### config.mk
export PLATFORM = sky130hd
export DESIGN_NAME = deferred_release_queue_unit_flat
export DESIGN_NICKNAME = d
export VERILOG_FILES = /design/src/hw/rtl/drq_pkg.sv /design/src/hw/rtl/drq_req_if.sv /design/src/hw/rtl/drq_rsp_if.sv /design/src/hw/rtl/drq_mem.sv /design/src/hw/rtl/drq_due_cmp.sv /design/src/hw/rtl/deferred_release_queue_unit.sv /design/src/flat_wrapper.sv
export SDC_FILE = /design/constraint.sdc
export NUM_CORES = 1
export LEC_CHECK = 0
export BUFFER_PORTS_ARGS = -buffer_cell sky130_fd_sc_hd__clkbuf_2
export CAP_MARGIN = 20
export CORE_UTILIZATION = 30
export DETAILED_ROUTE_END_ITERATION = 10
export SYNTH_ARGS = -nofsm -noshare
export SYNTH_HDL_FRONTEND = slang
export SYNTH_SLANG_ARGS = --single-unit
### constraint.sdc
create_clock -name clk -period 17.95 [get_ports clk]
set_clock_uncertainty 0.05 [all_clocks]
set_input_delay 0 -clock clk [delete_from_list [all_inputs] [get_ports clk]]
set_output_delay 0 -clock clk [all_outputs]
set_load 0.01 [all_outputs]
### src/hw/rtl/drq_pkg.sv
package drq_pkg;

  localparam int FRAME_BITS  = 32;
  localparam int HID_BITS    = 16;
  localparam int MARGIN_BITS = 8;

  localparam logic [MARGIN_BITS-1:0] MARGIN_RESET = 8'd3;

  localparam logic FUNC_RETIRE  = 1'b0;
  localparam logic FUNC_COLLECT = 1'b1;

  localparam logic STATUS_RELEASE = 1'b0;
  localparam logic STATUS_DROP    = 1'b1;

  typedef enum logic [2:0] {
    S_IDLE,
    S_DROP,
    S_SCAN_RD,
    S_SCAN_CHK,
    S_FLUSH,
    S_CMP_RD,
    S_CMP_WR
  } drq_state_t;

endpackage

### src/hw/rtl/drq_req_if.sv
interface drq_req_if;
  import drq_pkg::*;

  logic                  valid;
  logic                  ready;
  logic                  func;
  logic [HID_BITS-1:0]   handle_id;
  logic [FRAME_BITS-1:0] frame_now;
  logic                  force_drain;

  modport source (
    output valid, func, handle_id, frame_now, force_drain,
    input  ready
  );

  modport sink (
    input  valid, func, handle_id, frame_now, force_drain,
    output ready
  );

endinterface

### src/hw/rtl/drq_rsp_if.sv
interface drq_rsp_if;
  import drq_pkg::*;

  logic                  valid;
  logic                  ready;
  logic                  status;
  logic [HID_BITS-1:0]   released_id;
  logic [FRAME_BITS-1:0] release_frame;
  logic                  last;

  modport source (
    output valid, status, released_id, release_frame, last,
    input  ready
  );

  modport sink (
    input  valid, status, released_id, release_frame, last,
    output ready
  );

endinterface

### src/hw/rtl/drq_mem.sv
module drq_mem #(
  parameter int DEPTH = 16,
  parameter int WIDTH = 48,
  parameter int AW    = 4
) (
  input  logic             clk,
  input  logic             we,
  input  logic [AW-1:0]    waddr,
  input  logic [WIDTH-1:0] wdata,
  input  logic [AW-1:0]    raddr,
  output logic [WIDTH-1:0] rdata
);

  logic [WIDTH-1:0] mem [DEPTH];

  always_ff @(posedge clk) begin
    if (we) begin
      mem[waddr] <= wdata;
    end
  end

  always_ff @(posedge clk) begin
    rdata <= mem[raddr];
  end

endmodule

### src/hw/rtl/drq_due_cmp.sv
module drq_due_cmp (
  input  logic [drq_pkg::FRAME_BITS-1:0]  stamp,
  input  logic [drq_pkg::MARGIN_BITS-1:0] margin,
  input  logic [drq_pkg::FRAME_BITS-1:0]  frame_now,
  input  logic                            force_drain,
  output logic                            take
);
  import drq_pkg::*;

  logic [FRAME_BITS-1:0] due;

  // due frame wraps modulo 2^32
  assign due  = stamp + FRAME_BITS'(margin);
  assign take = force_drain || (frame_now >= due);

endmodule

### src/hw/rtl/deferred_release_queue_unit.sv
// Deferred release queue: holds up to DEPTH retired handle ids, each stamped
// with the current frame at retire time. A retire request gives no result,
// unless the queue is full, in which case one drop result (status 1) is sent
// once the output register is free. A collect request stores frame_now as the
// current frame, then walks the N held entries newest to oldest through one
// shared due-frame compare, reading each entry in S_SCAN_RD and checking it in
// S_SCAN_CHK, since the entry store is a single memory with a registered read.
// Released ids go out newest first, with last on the oldest one released. The
// walk waits while a released id cannot move on to the output register. When
// any entry was released, a second walk oldest to newest compacts the kept
// entries through S_CMP_RD and S_CMP_WR. Input is not accepted until the
// collect is finished. The margin register resets to 3.
module deferred_release_queue_unit #(
  parameter int DEPTH   = 16,
  parameter int ID_BITS = 16
) (
  input  logic                          clk,
  input  logic                          rst,
  drq_req_if.sink                       req,
  drq_rsp_if.source                     rsp,
  input  logic                          cfg_wr_en,
  input  logic [drq_pkg::MARGIN_BITS-1:0] cfg_wr_data
);
  import drq_pkg::*;

  localparam int AW    = (DEPTH > 1) ? $clog2(DEPTH) : 1;
  localparam int CW    = $clog2(DEPTH + 1);
  localparam int WIDTH = ID_BITS + FRAME_BITS;

  drq_state_t state, state_next;

  logic [CW-1:0]          count;
  logic [FRAME_BITS-1:0]  current_frame;
  logic [MARGIN_BITS-1:0] margin;
  logic [AW-1:0]          idx;
  logic [CW-1:0]          keep;
  logic [DEPTH-1:0]       take_vec;
  logic                   force_q;

  logic                  hold_valid;
  logic                  hold_status;
  logic [HID_BITS-1:0]   hold_id;

  logic                  out_valid;
  logic                  out_status;
  logic [HID_BITS-1:0]   out_id;
  logic [FRAME_BITS-1:0] out_frame;
  logic                  out_last;

  logic                  mem_we;
  logic [AW-1:0]         mem_waddr;
  logic [WIDTH-1:0]      mem_wdata;
  logic [WIDTH-1:0]      mem_rdata;
  logic [ID_BITS-1:0]    rd_id;
  logic [FRAME_BITS-1:0] rd_frame;

  logic                  accept;
  logic                  full;
  logic                  slot_free;
  logic                  take;
  logic                  scan_adv;
  logic                  hold_load;
  logic                  hold_status_in;
  logic [HID_BITS-1:0]   hold_id_in;
  logic                  move_out;
  logic                  move_last;
  logic [AW-1:0]         last_idx;
  logic [CW-1:0]         keep_next;

  assign accept    = req.valid && req.ready;
  assign full      = (count == CW'(DEPTH));
  assign slot_free = !out_valid || rsp.ready;
  assign rd_frame  = mem_rdata[FRAME_BITS-1:0];
  assign rd_id     = mem_rdata[WIDTH-1:FRAME_BITS];
  assign last_idx  = AW'(count - CW'(1));
  assign keep_next = take_vec[idx] ? keep : keep + CW'(1);

  drq_mem #(
    .DEPTH (DEPTH),
    .WIDTH (WIDTH),
    .AW    (AW)
  ) u_mem (
    .clk   (clk),
    .we    (mem_we),
    .waddr (mem_waddr),
    .wdata (mem_wdata),
    .raddr (idx),
    .rdata (mem_rdata)
  );

  drq_due_cmp u_cmp (
    .stamp       (rd_frame),
    .margin      (margin),
    .frame_now   (current_frame),
    .force_drain (force_q),
    .take        (take)
  );

  // next state
  always_comb begin
    state_next = state;
    unique case (state)
      S_IDLE: begin
        if (accept) begin
          if (req.func == FUNC_RETIRE) begin
            if (full) begin
              state_next = S_DROP;
            end
          end else if (count != '0) begin
            state_next = S_SCAN_RD;
          end
        end
      end
      S_DROP: begin
        if (slot_free) begin
          state_next = S_IDLE;
        end
      end
      S_SCAN_RD: state_next = S_SCAN_CHK;
      S_SCAN_CHK: begin
        if (scan_adv) begin
          state_next = (idx == '0) ? S_FLUSH : S_SCAN_RD;
        end
      end
      S_FLUSH: begin
        if (!hold_valid) begin
          state_next = S_IDLE;
        end else if (slot_free) begin
          state_next = S_CMP_RD;
        end
      end
      S_CMP_RD: state_next = S_CMP_WR;
      S_CMP_WR: state_next = (idx == last_idx) ? S_IDLE : S_CMP_RD;
      default: state_next = S_IDLE;
    endcase
  end

  // outputs
  always_comb begin
    req.ready      = (state == S_IDLE);
    mem_we         = 1'b0;
    mem_waddr      = count[AW-1:0];
    mem_wdata      = {ID_BITS'(req.handle_id), current_frame};
    hold_load      = 1'b0;
    hold_status_in = STATUS_RELEASE;
    hold_id_in     = req.handle_id;
    move_out       = 1'b0;
    move_last      = 1'b0;
    scan_adv       = 1'b0;
    unique case (state)
      S_IDLE: begin
        if (accept && (req.func == FUNC_RETIRE)) begin
          if (full) begin
            hold_load      = 1'b1;
            hold_status_in = STATUS_DROP;
          end else begin
            mem_we = 1'b1;
          end
        end
      end
      S_DROP: begin
        move_out  = slot_free;
        move_last = 1'b1;
      end
      S_SCAN_RD: ;
      S_SCAN_CHK: begin
        scan_adv   = !take || !hold_valid || slot_free;
        hold_id_in = HID_BITS'(rd_id);
        if (scan_adv && take) begin
          hold_load = 1'b1;
          move_out  = hold_valid;
        end
      end
      S_FLUSH: begin
        move_out  = hold_valid && slot_free;
        move_last = 1'b1;
      end
      S_CMP_RD: ;
      S_CMP_WR: begin
        mem_we    = !take_vec[idx];
        mem_waddr = keep[AW-1:0];
        mem_wdata = mem_rdata;
      end
      default: ;
    endcase
  end

  always_ff @(posedge clk) begin
    if (rst) begin
      state <= S_IDLE;
    end else begin
      state <= state_next;
    end
  end

  always_ff @(posedge clk) begin
    if (rst) begin
      margin <= MARGIN_RESET;
    end else if (cfg_wr_en) begin
      margin <= cfg_wr_data;
    end
  end

  always_ff @(posedge clk) begin
    if (rst) begin
      count         <= '0;
      current_frame <= '0;
    end else begin
      if (accept && (req.func == FUNC_RETIRE) && !full) begin
        count <= count + CW'(1);
      end
      if (accept && (req.func == FUNC_COLLECT)) begin
        current_frame <= req.frame_now;
      end
      if ((state == S_CMP_WR) && (idx == last_idx)) begin
        count <= keep_next;
      end
    end
  end

  // sequencer datapath
  always_ff @(posedge clk) begin
    unique case (state)
      S_IDLE: begin
        if (accept && (req.func == FUNC_COLLECT)) begin
          idx      <= last_idx;
          take_vec <= '0;
          force_q  <= req.force_drain;
        end
      end
      S_SCAN_CHK: begin
        if (scan_adv) begin
          take_vec[idx] <= take;
          if (idx != '0) begin
            idx <= idx - AW'(1);
          end
        end
      end
      S_FLUSH: begin
        idx  <= '0;
        keep <= '0;
      end
      S_CMP_WR: begin
        keep <= keep_next;
        if (idx != last_idx) begin
          idx <= idx + AW'(1);
        end
      end
      default: ;
    endcase
  end

  always_ff @(posedge clk) begin
    if (rst) begin
      hold_valid <= 1'b0;
    end else if (hold_load) begin
      hold_valid <= 1'b1;
    end else if (move_out) begin
      hold_valid <= 1'b0;
    end
  end

  always_ff @(posedge clk) begin
    if (hold_load) begin
      hold_status <= hold_status_in;
      hold_id     <= hold_id_in;
    end
  end

  always_ff @(posedge clk) begin
    if (rst) begin
      out_valid <= 1'b0;
    end else if (move_out) begin
      out_valid <= 1'b1;
    end else if (rsp.ready) begin
      out_valid <= 1'b0;
    end
  end

  always_ff @(posedge clk) begin
    if (move_out) begin
      out_status <= hold_status;
      out_id     <= hold_id;
      out_frame  <= current_frame;
      out_last   <= move_last;
    end
  end

  assign rsp.valid         = out_valid;
  assign rsp.status        = out_status;
  assign rsp.released_id   = out_id;
  assign rsp.release_frame = out_frame;
  assign rsp.last          = out_last;

endmodule

### src/flat_wrapper.sv
// flat-port wrapper written by rule: the top's interface ports become plain ports
module deferred_release_queue_unit_flat import drq_pkg::*;
#(
  parameter int DEPTH   = 16,
  parameter int ID_BITS = 16
)
  (clk, rst, cfg_wr_en, cfg_wr_data, req_valid, req_func, req_handle_id, req_frame_now, req_force_drain, req_ready, rsp_valid, rsp_status, rsp_released_id, rsp_release_frame, rsp_last, rsp_ready);
  drq_req_if req_i ();
  drq_rsp_if rsp_i ();
  input  logic clk;
  input  logic rst;
  input  logic cfg_wr_en;
  input  logic [drq_pkg::MARGIN_BITS-1:0] cfg_wr_data;
  input wire logic [$bits(req_i.valid)-1:0] req_valid;
  input wire logic [$bits(req_i.func)-1:0] req_func;
  input wire logic [$bits(req_i.handle_id)-1:0] req_handle_id;
  input wire logic [$bits(req_i.frame_now)-1:0] req_frame_now;
  input wire logic [$bits(req_i.force_drain)-1:0] req_force_drain;
  output wire logic [$bits(req_i.ready)-1:0] req_ready;
  output wire logic [$bits(rsp_i.valid)-1:0] rsp_valid;
  output wire logic [$bits(rsp_i.status)-1:0] rsp_status;
  output wire logic [$bits(rsp_i.released_id)-1:0] rsp_released_id;
  output wire logic [$bits(rsp_i.release_frame)-1:0] rsp_release_frame;
  output wire logic [$bits(rsp_i.last)-1:0] rsp_last;
  input wire logic [$bits(rsp_i.ready)-1:0] rsp_ready;
  assign req_i.valid = req_valid;
  assign req_i.func = req_func;
  assign req_i.handle_id = req_handle_id;
  assign req_i.frame_now = req_frame_now;
  assign req_i.force_drain = req_force_drain;
  assign req_ready = req_i.ready;
  assign rsp_valid = rsp_i.valid;
  assign rsp_status = rsp_i.status;
  assign rsp_released_id = rsp_i.released_id;
  assign rsp_release_frame = rsp_i.release_frame;
  assign rsp_last = rsp_i.last;
  assign rsp_i.ready = rsp_ready;
  deferred_release_queue_unit #(.DEPTH(DEPTH), .ID_BITS(ID_BITS)) u_core (.clk(clk), .rst(rst), .req(req_i), .rsp(rsp_i), .cfg_wr_en(cfg_wr_en), .cfg_wr_data(cfg_wr_data));
endmodule
Yosys cells after proc, flatten, opt, wreduce, memory -nomap -nowiden
Memory sizes are Yosys's and may differ from the RTL's. A register that Yosys moved wholly into a read port is not among the register bits.
Cells that the tools add are included.
- memories kept: 1
- RAM bits: 768
- word-level logic and storage cells: 125
- register bits: 143
- memory list (name ; words ; bits a word ; read ports ; clocked after memory_dff ; write ports ; RTL line ; RTL):
    u_core.u_mem.mem ; 16 ; 48 ; 1 ; 1 ; 1 ; drq_mem.sv:14 ; logic [WIDTH-1:0] mem [DEPTH];
- $add $sub $neg: 6
- equal/unequal tests: 18
- reductions and logical operators: 32
- order comparisons: 3
- bitwise operators: 1
- mux-type cells: 48
- operators by type and width (operator ; count):
    $mux 16 ; 3
    $mux 48 ; 1
    $add 32x8->32 ; 1
    $ge 32x32->1 ; 1
    $pmux 16 s2 ; 1
    $mux 3 ; 10
    $pmux 3 s7 ; 1
    $mux 4 ; 5
    $bwmux 16 ; 1
    $mux 1 ; 16
    $pmux 4 s4 ; 1
    $mux 5 ; 3
    $add 5x1->5 const B ; 2
    $pmux 5 s2 ; 1
    $reduce_bool 2->1 ; 5
    $eq 3x3->1 const B ; 3
    $ne 3x3->1 const B ; 3
    $logic_and 1x1->1 ; 8
    $reduce_bool 4->1 ; 2
    $sub 4x1->4 const B ; 2
    $eq 3x2->1 const B ; 2
    $ne 2x1->1 const B ; 3
    $ne 2x2->1 const B ; 3
    $reduce_and 6->1 ; 1
    other kinds (21) ; 29

Longest topological paths before layout
Gate-level depths: netlist of the first run.
- depth after elaboration: 11
- depth in mapped cells: 20
- gate-level depth less buffers: 18

Cells and area by module
A second synthesis of the first run with hierarchy kept.
- cells, all modules: 2154
- area, all modules: 37913.9 um^2
- by module, submodules not included (module ; cells an instance ; times used ; area an instance (um^2) ; sequential area each (um^2)):
    drq_mem ; 1242 ; 1 ; 29691.0 ; 24023.0
    deferred_release_queue_unit ; 712 ; 1 ; 6636.4 ; 3793.6
    drq_due_cmp ; 200 ; 1 ; 1586.5 ; 0.0

Worst setup path after synthesis of the first run
OpenSTA, ideal clock, no wires.
- kind: flip-flop to flip-flop
- start point: reg u_core.u_mem.rdata[0] (read register of u_core.u_mem.mem)
- end point: reg u_core.out_last (netlist: u_core.rsp.last) (enable)
- path buffers: 2
- arrival time: 7388 ps
- setup time: 539 ps
- cell stages (with the launch flop): 21
- required time: 17361 ps
- setup slack: 9973 ps
- period minus slack after synthesis: 7977 ps
- path through: dfxtp_1 > ha_1 > inv_1 > fa_1 > nor2b_1 > o21ai_0 > a21oi_1 > o21ai_0 > a21oi_1 > clkbuf_1 > nand3_1 > xor2_1 > ha_1 > nand4_1 > nor4_1 > nand2_1 > o211ai_1 > a31o_2 > clkbuf_1 > nand2_1 > a221oi_1
- longest elaborated chain between the ends: 9
- ends and longest elaborated chain (element ; RTL line ; RTL):
    from (decl) ; drq_mem.sv:11 ; output logic [WIDTH-1:0] rdata
    $add 32x8->32 (*) ; drq_due_cmp.sv:13 ; assign due = stamp + FRAME_BITS'(margin);
    $ge 32x32->1 (*) ; drq_due_cmp.sv:14 ; assign take = force_drain || (frame_now >= due);
    $logic_or 1x1->1 (*) ; drq_due_cmp.sv:14 ;
    $logic_not 1->1 ; deferred_release_queue_unit.sv:167 ; scan_adv = !take || !hold_valid || slot_free;
    $logic_or 1x1->1 (2 in a row) ; deferred_release_queue_unit.sv:167 ;
    $logic_and 1x1->1 (*) ; deferred_release_queue_unit.sv:169 ; if (scan_adv && take) begin
    $mux 1 (*) ; deferred_release_queue_unit.sv:169 ;
    $pmux 1 s3 (*) ; deferred_release_queue_unit.sv:150 ; unique case (state)
    named net u_core.move_out ; deferred_release_queue_unit.sv:65 ; logic move_out;
    to (signal assigned) ; deferred_release_queue_unit.sv:285 ; out_last <= move_last;
    to (decl) ; deferred_release_queue_unit.sv:48 ; logic out_last;
Mark *: on every way through the listed nets, which the timed path passes. The rest lies on a longest branch.
A chain may end at the register's enable or synchronous reset.

Worst setup path in the final report of the first run
- start point: reg u_core.idx[0]
- end point: mem u_core.u_mem.mem[2][24] (enable)
- longest elaborated chain between the ends: 6
- ends and longest elaborated chain (element ; RTL line ; RTL):
    from (decl) ; deferred_release_queue_unit.sv:35 ; logic [AW-1:0] idx;
    from (signal assigned) ; deferred_release_queue_unit.sv:226 ; idx <= last_idx;
    from (signal assigned) ; deferred_release_queue_unit.sv:235 ; idx <= idx - AW'(1);
    from (signal assigned) ; deferred_release_queue_unit.sv:246 ; idx <= idx + AW'(1);
    $bmux 1 s4 ; deferred_release_queue_unit.sv:180 ; mem_we = !take_vec[idx];
    $mux 1 (implied by the code) ; deferred_release_queue_unit.sv:180 ;
    $logic_not 1->1 ; deferred_release_queue_unit.sv:180 ;
    $pmux 1 s2 ; deferred_release_queue_unit.sv:150 ;
    $mux 1 ; drq_mem.sv:17 ; if (we) begin
    $mux 1 (implied by the code) ; drq_mem.sv:18 ; mem[waddr] <= wdata;
    to (decl) ; drq_mem.sv:14 ;
No other way between the ends. The select of a mux whose other input is x is not followed.

==> metrics.md, run 1 <==
| Metric | Value |
|---|---|
| Cell count after synthesis | `a little under 2000` |
| Hold WC Path Type | `in -> reg` |
| Synthesized flop and latch total | `~960` |
| Commonest cells in the netlist | `edfxtp_1, mux4_2, nand2_1` |
| Grt met3 use | `between 2 and 2.5%` |
| Hold Crit Start | `req_force_drain` |
| FMAX | `roughly 0.18 GHz` |
| Final Critical Period | `roughly 5.5 ns` |
| Startpoint types | `flop` |
| Met1 usage | `about a fifth` |
| Critical path class | `reg -> reg` |
| Die Footprint | `between 0.1 and 0.15 sq mm` |
| TritonRoute pass-1 iters | `5` |
| Port Buffers | `roughly 110` |
| R2r worst-path depth | `8` |
| Routed length per instance | `between 20 and 25 um` |
| DIE HEIGHT | `roughly 360 um` |
| Top post-synthesis cells by area | `edfxtp_1, mux4_2, dfxtp_1, ha_1, nand2_1` |
| Vias in the first global route | `about 20000` |
| Synth unique cells | `between 50 and 60` |
| Top Ports | `around 120` |
| Most Crowded Layer GR | `met2` |
| Post-route setup TNS | `0 ns` |
| Hold path cells | `2` |
| Peak VDD IR | `between 0.07 and 0.08 mV` |
| Drt first-iter violations | `1526` |
| Gr usage total | `between 10% and 20%` |
| Reg clk slew, reported paths | `about 0.06 ns` |
| CTS Sinks | `about 960` |
| CTS tree | `yes` |
| Period utilization | `between 30% and 40%` |
| Final Hold Fails | `0` |
| Layout Area Growth over Synthesis | `18.4%` |
| Synth area leader | `edfxtp_1` |
| Final Util | `about 36%` |
| Routed WL | `approximately 92 mm` |
| Flop-to-flop setup slack | `between 10 and 15 ns` |
| Max-Cap Viols | `0` |
| Leakage | `approximately 15 nW` |
| Post-Syn Area | `between 0.03 and 0.04 sq mm` |
| Grt met2 use | `about a quarter` |
| Setup-failing EPs final | `0` |
| Main synth FF type | `edfxtp_1` |
| Post-CTS Hold Fix Bufs | `107` |
| Syn_nets | `about 2100` |
| DRC | `0` |
| Detailed placement HPWL | `slightly above 50 mm` |
| Yosys warns | `0` |
| Deepest clock path buffer count | `3` |
| Post-synth EDFFs | `861` |
| Final max-slew violation count | `0` |
| Worst-margin pin slew | `~1.1 ns` |
| Hold Slack | `about 0.05 ns` |
| RePlAce Congestion | `about 0.78` |
| Synth top area share | `between 60% and 70%` |
| Crit. End Element | `flop` |
| Fraction of layout cells with a size suffix above 1 | `a little over a quarter` |
| Async SR Flop Fraction | `0%` |
| Worst r2r dst | `u_core.u_mem.mem[2][24]` |
| Initial core utilization | `between 30% and 40%` |
| Largest net degree at the start of global routing | `approximately 110` |
| Mean Syn Cell Area | `just under 20 sq um` |
| R2R Path Start | `u_core.idx[0]` |
| Initial antenna violation count | `4` |
| First-pass GRT wire length | `around 140 mm` |
| Power density cells | `roughly 120 mW/mm^2` |
| CP Max Fanout | `110` |
| Status | `finished, final reports clean` |
| Die W | `approximately 360 um` |
| Latest clock arrival within the worst-skew pair | `around 0.7 ns` |
| Row cnt | `about 130` |
| Global route total overflow | `0` |
| Seq/Total Area, Yosys | `between 70% and 80%` |
| Worst path required time | `about 18 ns` |
| CTS H-Tree Depth | `3` |
| Post-CTS Setup Bufs | `0` |
| Inserted Clock Buffers | `between 90 and 100` |
| Relative slew slack | `about 25%` |
| # resized after CTS | `0` |
| Clock root buffer | `clkbuf_16` |
| Core area | `~0.12 sq mm` |
| RSZ-0062 raised after global routing | `no` |
| Via count | `19400` |
| Post-DRT Antenna Nets | `0` |
| Most numerous cell in the Yosys netlist | `edfxtp_1` |
| Final Net Count | `2330` |
| Post-DR vias/cell | `4.94` |
| Hold EP | `u_core.force_q` |
| Worst Path Arrival | `5.78 ns` |
==> worst max-delay path, stage by stage, from the launching register on <==
cell and delay, ns:
edfxtp_1 0.35, buf_4 0.56, buf_12 0.72, mux4_2 0.61, mux4_2 0.58, nor2_1 0.18, a32oi_1 0.37, nor2_4 0.91
buf_4 0.66
==> sequential cells by signal (all words and copies together), names as in the netlist <==
| register | cells |
|---|---|
| u_core.rsp.valid | 1 |
| u_core.rsp.last | 1 |
| u_core.rsp.release_frame | 32 |
| u_core.hold_id | 16 |
| u_core.u_mem.rdata | 48 |
| u_core.hold_valid | 1 |
| u_core.idx | 4 |
| u_core.hold_status | 1 |
| u_core.force_q | 1 |
| u_core.rsp.status | 1 |
| u_core.take_vec | 16 |
| u_core.current_frame | 32 |
| u_core.margin | 8 |
| u_core.u_mem.mem | 768 |
| u_core.rsp.released_id | 16 |
| u_core.state | 3 |
| u_core.keep | 5 |
| u_core.count | 5 |
==> power by group <==
part           switching, mW  internal [mW]  total, mW
sequential            0.0845           2.54       2.63
combinational          0.370          0.327      0.698
clock                  0.869           1.14       2.01
total                   1.32           4.01       5.33
==> layout make-up <==
cell class / count / area, sq um
Clock inverter: 52 / 567
Timing Repair Buffer: 263 / 1970
Clock buffer: 128 / 2610
Sequential cell: 959 / 27800
Antenna cell: 1 / 2.50
Tap cell: 1637 / 2050
Fill cell: 11400 / 79700
Multi-Input combinational cell: 879 / 9690
Inverter: 20 / 75.1
==> cell families (layout without fill, tap and decap cells) <==
kind of cell,Yosys count,in the layout,synth area share [%]
and+or+nand+nor,343,343,4.03
muxes,307,307,16.4
AOI/OAI and AO/OA,138,138,2.15
buffers and inverters,119,463,1.24
other,0,1,0
adders and majority gates,48,48,1.63
DFF,959,959,73.5
xor gates and xnor gates,43,43,1.03
==> routing by layer <==
metal | share of wire [%] | routed length (um)
met1 | 42 | 38800
met2 | 50 | 46300
met3 | 5.4 | 4980
met4 | 1.7 | 1610
met5 | 0 | 0
==> worst max-delay path by stage <==
stage	slack (ns)	from	endpoint
final	12.41	u_core.idx[0]	u_core.u_mem.mem[2][24]
after CTS	12.30	u_core.idx[0]	u_core.u_mem.mem[2][24]
after global placement	11.82	u_core.u_mem.rdata[0]	u_core.take_vec[8]
after detailed placement	12.36	u_core.idx[0]	u_core.u_mem.mem[2][36]
after floorplan	9.97	u_core.u_mem.rdata[0]	u_core.rsp.last
after global routing	11.98	u_core.u_mem.rdata[9]	u_core.rsp.release_frame[22]
==> layout by cell type (no fill, tap or decap), types with 20 or more instances in the layout <==
master,instances
a21oi_1,73
buf_4,41
clkbuf_1,24
clkbuf_16,97
clkbuf_2,114
dfxtp_1,98
dlygate4sd3_1,107
edfxtp_1,861
ha_1,46
inv_1,20
mux2_2,46
mux4_2,245
nand2_1,151
nor2_1,65
nor3_1,31
o21ai_0,20
xor2_1,23
==> through the flow <==
stage	cell area [sq um]	std cells	total power, mW	setup WS, ns
2_1_floorplan	37800	1957	3.13	9.97
3_3_place_gp	40500	3648	3.34	11.82
3_5_place_dp	40500	3651	3.36	12.36
4_1_cts	44800	3938	5.39	12.30
5_1_grt	44800	3939	5.54	11.98
6_report	44800	3939	5.33	12.41
Power figures use the tool's default switching activity.
==> inputs of run 2 (changes only) <==
==> constraint.sdc (replaced) <==
create_clock -name clk -period 4.66 [get_ports clk]
set_clock_uncertainty 0.05 [all_clocks]
set_input_delay 0 -clock clk [delete_from_list [all_inputs] [get_ports clk]]
set_output_delay 0 -clock clk [all_outputs]
set_load 0.01 [all_outputs]
==> run 2 against run 1 <==
Worst setup slack worse by 12 ns. Die area stayed put. First-iteration DRC count is 23% higher. Non-clock buffer count is 14 higher. Hold slack better by 0.031 ns. Global-route usage is 0.25 points higher. Register-to-register slack worse by 12 ns. Via count is 0.95% higher. Sequential share of layout area is 0.69 points lower. Clock power grew to 3.9 times the previous value. Sequential power grew to 3.8 times the previous value. Core utilization is 0.41 points higher. Critical path type unchanged. Critical endpoint is now u_core.rsp.release_frame[27]. Largest cell class unchanged. Largest power group unchanged.
==> metrics.md, run 2 (synthesis gave the netlist of run 1 again) <==
| Metric | Value |
|---|---|
| Die W | `357 um` |
| Max-Cap Viols | `0` |
| Port Buffers | `114` |
| Row cnt | `129` |
| Relative slew slack | `between 30% and 40%` |
| Final Critical Period | `about 4.5 ns` |
| Gr usage total | `14.6%` |
| Core area | `approximately 0.12 sq mm` |
| CTS tree | `yes` |
| Clock root buffer | `clkbuf_16` |
| Commonest non-fill, non-tap cell in the layout | `edfxtp_1` |
| First-pass GRT wire length | `between 100 and 150 mm` |
| Top Ports | `around 120` |
| CP Max Fanout | `23` |
| Final Net Count | `~2300` |
| Worst-margin pin slew | `1.03 ns` |
| Max reg flops | `between 700 and 800` |
| Post-DR vias/cell | `just under 5` |
| Inserted Clock Buffers | `97` |
| Initial antenna violation count | `5` |
| Initial core utilization | `a little under a third` |
| CTS H-Tree Depth | `3` |
| Routed length per instance | `approximately 24 um` |
| Vias in the first global route | `20400` |
| CTS Sinks | `~960` |
| Worst Path Arrival | `about 4.8 ns` |
| DIE HEIGHT | `roughly 360 um` |
| Drt first-iter violations | `about 1900` |
| TritonRoute pass-1 iters | `6` |
| Worst path required time | `~5.0 ns` |
| Commonest cells after routing, fill and taps aside | `edfxtp_1, mux4_2, nand2_1, clkbuf_2, dlygate4sd3_1` |
| Critical path class | `reg -> reg` |
| Post-route setup TNS | `0 ns` |
| Fraction of layout cells with a size suffix above 1 | `roughly 28%` |
| Final Hold Fails | `0` |
| Period utilization | `slightly below 100%` |
| Power density cells | `approximately 460 mW/mm^2` |
| Setup-failing EPs final | `0` |
| Peak VDD IR | `0.280 mV` |
| FMAX | `about 0.22 GHz` |
| Hold WC Path Type | `in -> reg` |
| Status | `finished, final reports clean` |
| Most flop-heavy register | `u_core.u_mem.mem` |
| Post-route insts no fill | `about 4000` |
| Largest registers | `u_core.u_mem.mem: 768 flops, u_core.u_mem.rdata: 48 flops` |
| Placed instance count | `approximately 3700` |
| RePlAce Congestion | `about 0.80` |
| Reg clk slew, reported paths | `0.06 ns` |
| Largest net degree at the start of global routing | `about 110` |
| Latest clock arrival within the worst-skew pair | `approximately 0.68 ns` |
| DRC | `0` |
| R2r worst-path depth | `21` |
| Deepest clock path buffer count | `3` |
| Fill cell count | `11300` |
| Crit. End Element | `flop` |
| Leakage | `15.1 nW` |
| Routed WL | `94.0 mm` |
| Post-DRT Antenna Nets | `0` |
| Via count | `a little under 20000` |
| Layout Area Growth over Synthesis | `19.7%` |
| Global route total overflow | `0` |
| Final max-slew violation count | `0` |
| Hold path cells | `4` |
| Die Footprint | `roughly 0.13 sq mm` |
| Startpoint types | `flop` |
| Detailed placement HPWL | `approximately 49 mm` |
-- run 2: timing repair --
item | CTS | global route
setup endpoints to repair | 4 | 101
resized for setup | 0 | 10
buffers inserted | 1 | 2
hold endpoints to repair | 324 | 0
pin swaps | 1 | 4
cloned | 0 | 1
hold buffers | 110 | 0
-- run 2: area by class of cell --
cell class              instances  area, sq um  area share, %
clock buffers                 132         2650           5.85
diodes                          1         2.50        0.00553
flip-flops and latches        959        27800           61.4
repair buffers                277         2350           5.19
clock inverters                51          567           1.25
well taps                    1637         2050           4.52
multi-input cells             879         9780           21.6
inverters                      20         75.1          0.166
-- run 2: path summary, 6_finish.rpt --
path / from / slack [ns] / endpoint
worst max-delay path: u_core.u_mem.rdata[0] / 0.18 / u_core.rsp.release_frame[27]
worst min-delay path: req_handle_id[2] / 0.08 / u_core.hold_id[2]
worst max register to register: u_core.u_mem.rdata[0] / 0.18 / u_core.rsp.release_frame[27]
worst min register to register: u_core.hold_id[5] / 0.37 / u_core.rsp.released_id[5]
-- run 2: metrics by stage --
stage / area [sq um] / utilization [%] / power [mW] / hold WS (ns) / setup WS, ns
after floorplan: 37900 / - / 12.1 / 0.0489 / -0.248
after global placement: 40800 / 32.8 / 12.9 / 0.178 / 0.0676
after detailed placement: 40900 / 32.8 / 13.0 / 0.172 / 0.0603
after CTS: 45200 / 36.3 / 20.8 / 0.0463 / 0.00294
after global routing: 45300 / 36.4 / 21.4 / 0.0980 / -0.00121
final: 45300 / 36.4 / 20.7 / 0.0820 / 0.183
-- run 2: worst max-delay path, cell delays in order, from the launching register on --
cell and delay, ns:
dfxtp_2 0.36, ha_4 0.15, inv_2 0.03, fa_2 0.34, nor2b_1 0.14, o21ai_1 0.11
a21oi_1 0.20, o21ai_1 0.13, a21oi_2 0.19, buf_6 0.18, nand4_1 0.13, xor2_1 0.19
ha_1 0.29, nand4_1 0.11, nor4_2 0.33, nand2_1 0.08, o211ai_1 0.12, a31o_2 0.27
nand2_4 0.07, a221oi_4 0.26, buf_12 0.18, buf_12 0.20
-- run 2: power breakdown --
group	switching, mW	total, mW	internal [mW]	leakage, nW
Sequential	0.309	10.1	9.79	8.75
Combinational	1.49	2.82	1.33	4.78
Clock	3.32	7.74	4.42	1.58
-- run 2: layer usage --
layer	GRT usage [%]	part of all wire, %
met1	18.8	41
met2	25.1	51
met5	0	0.031
met4	4.83	2.3
met3	2.41	5.7
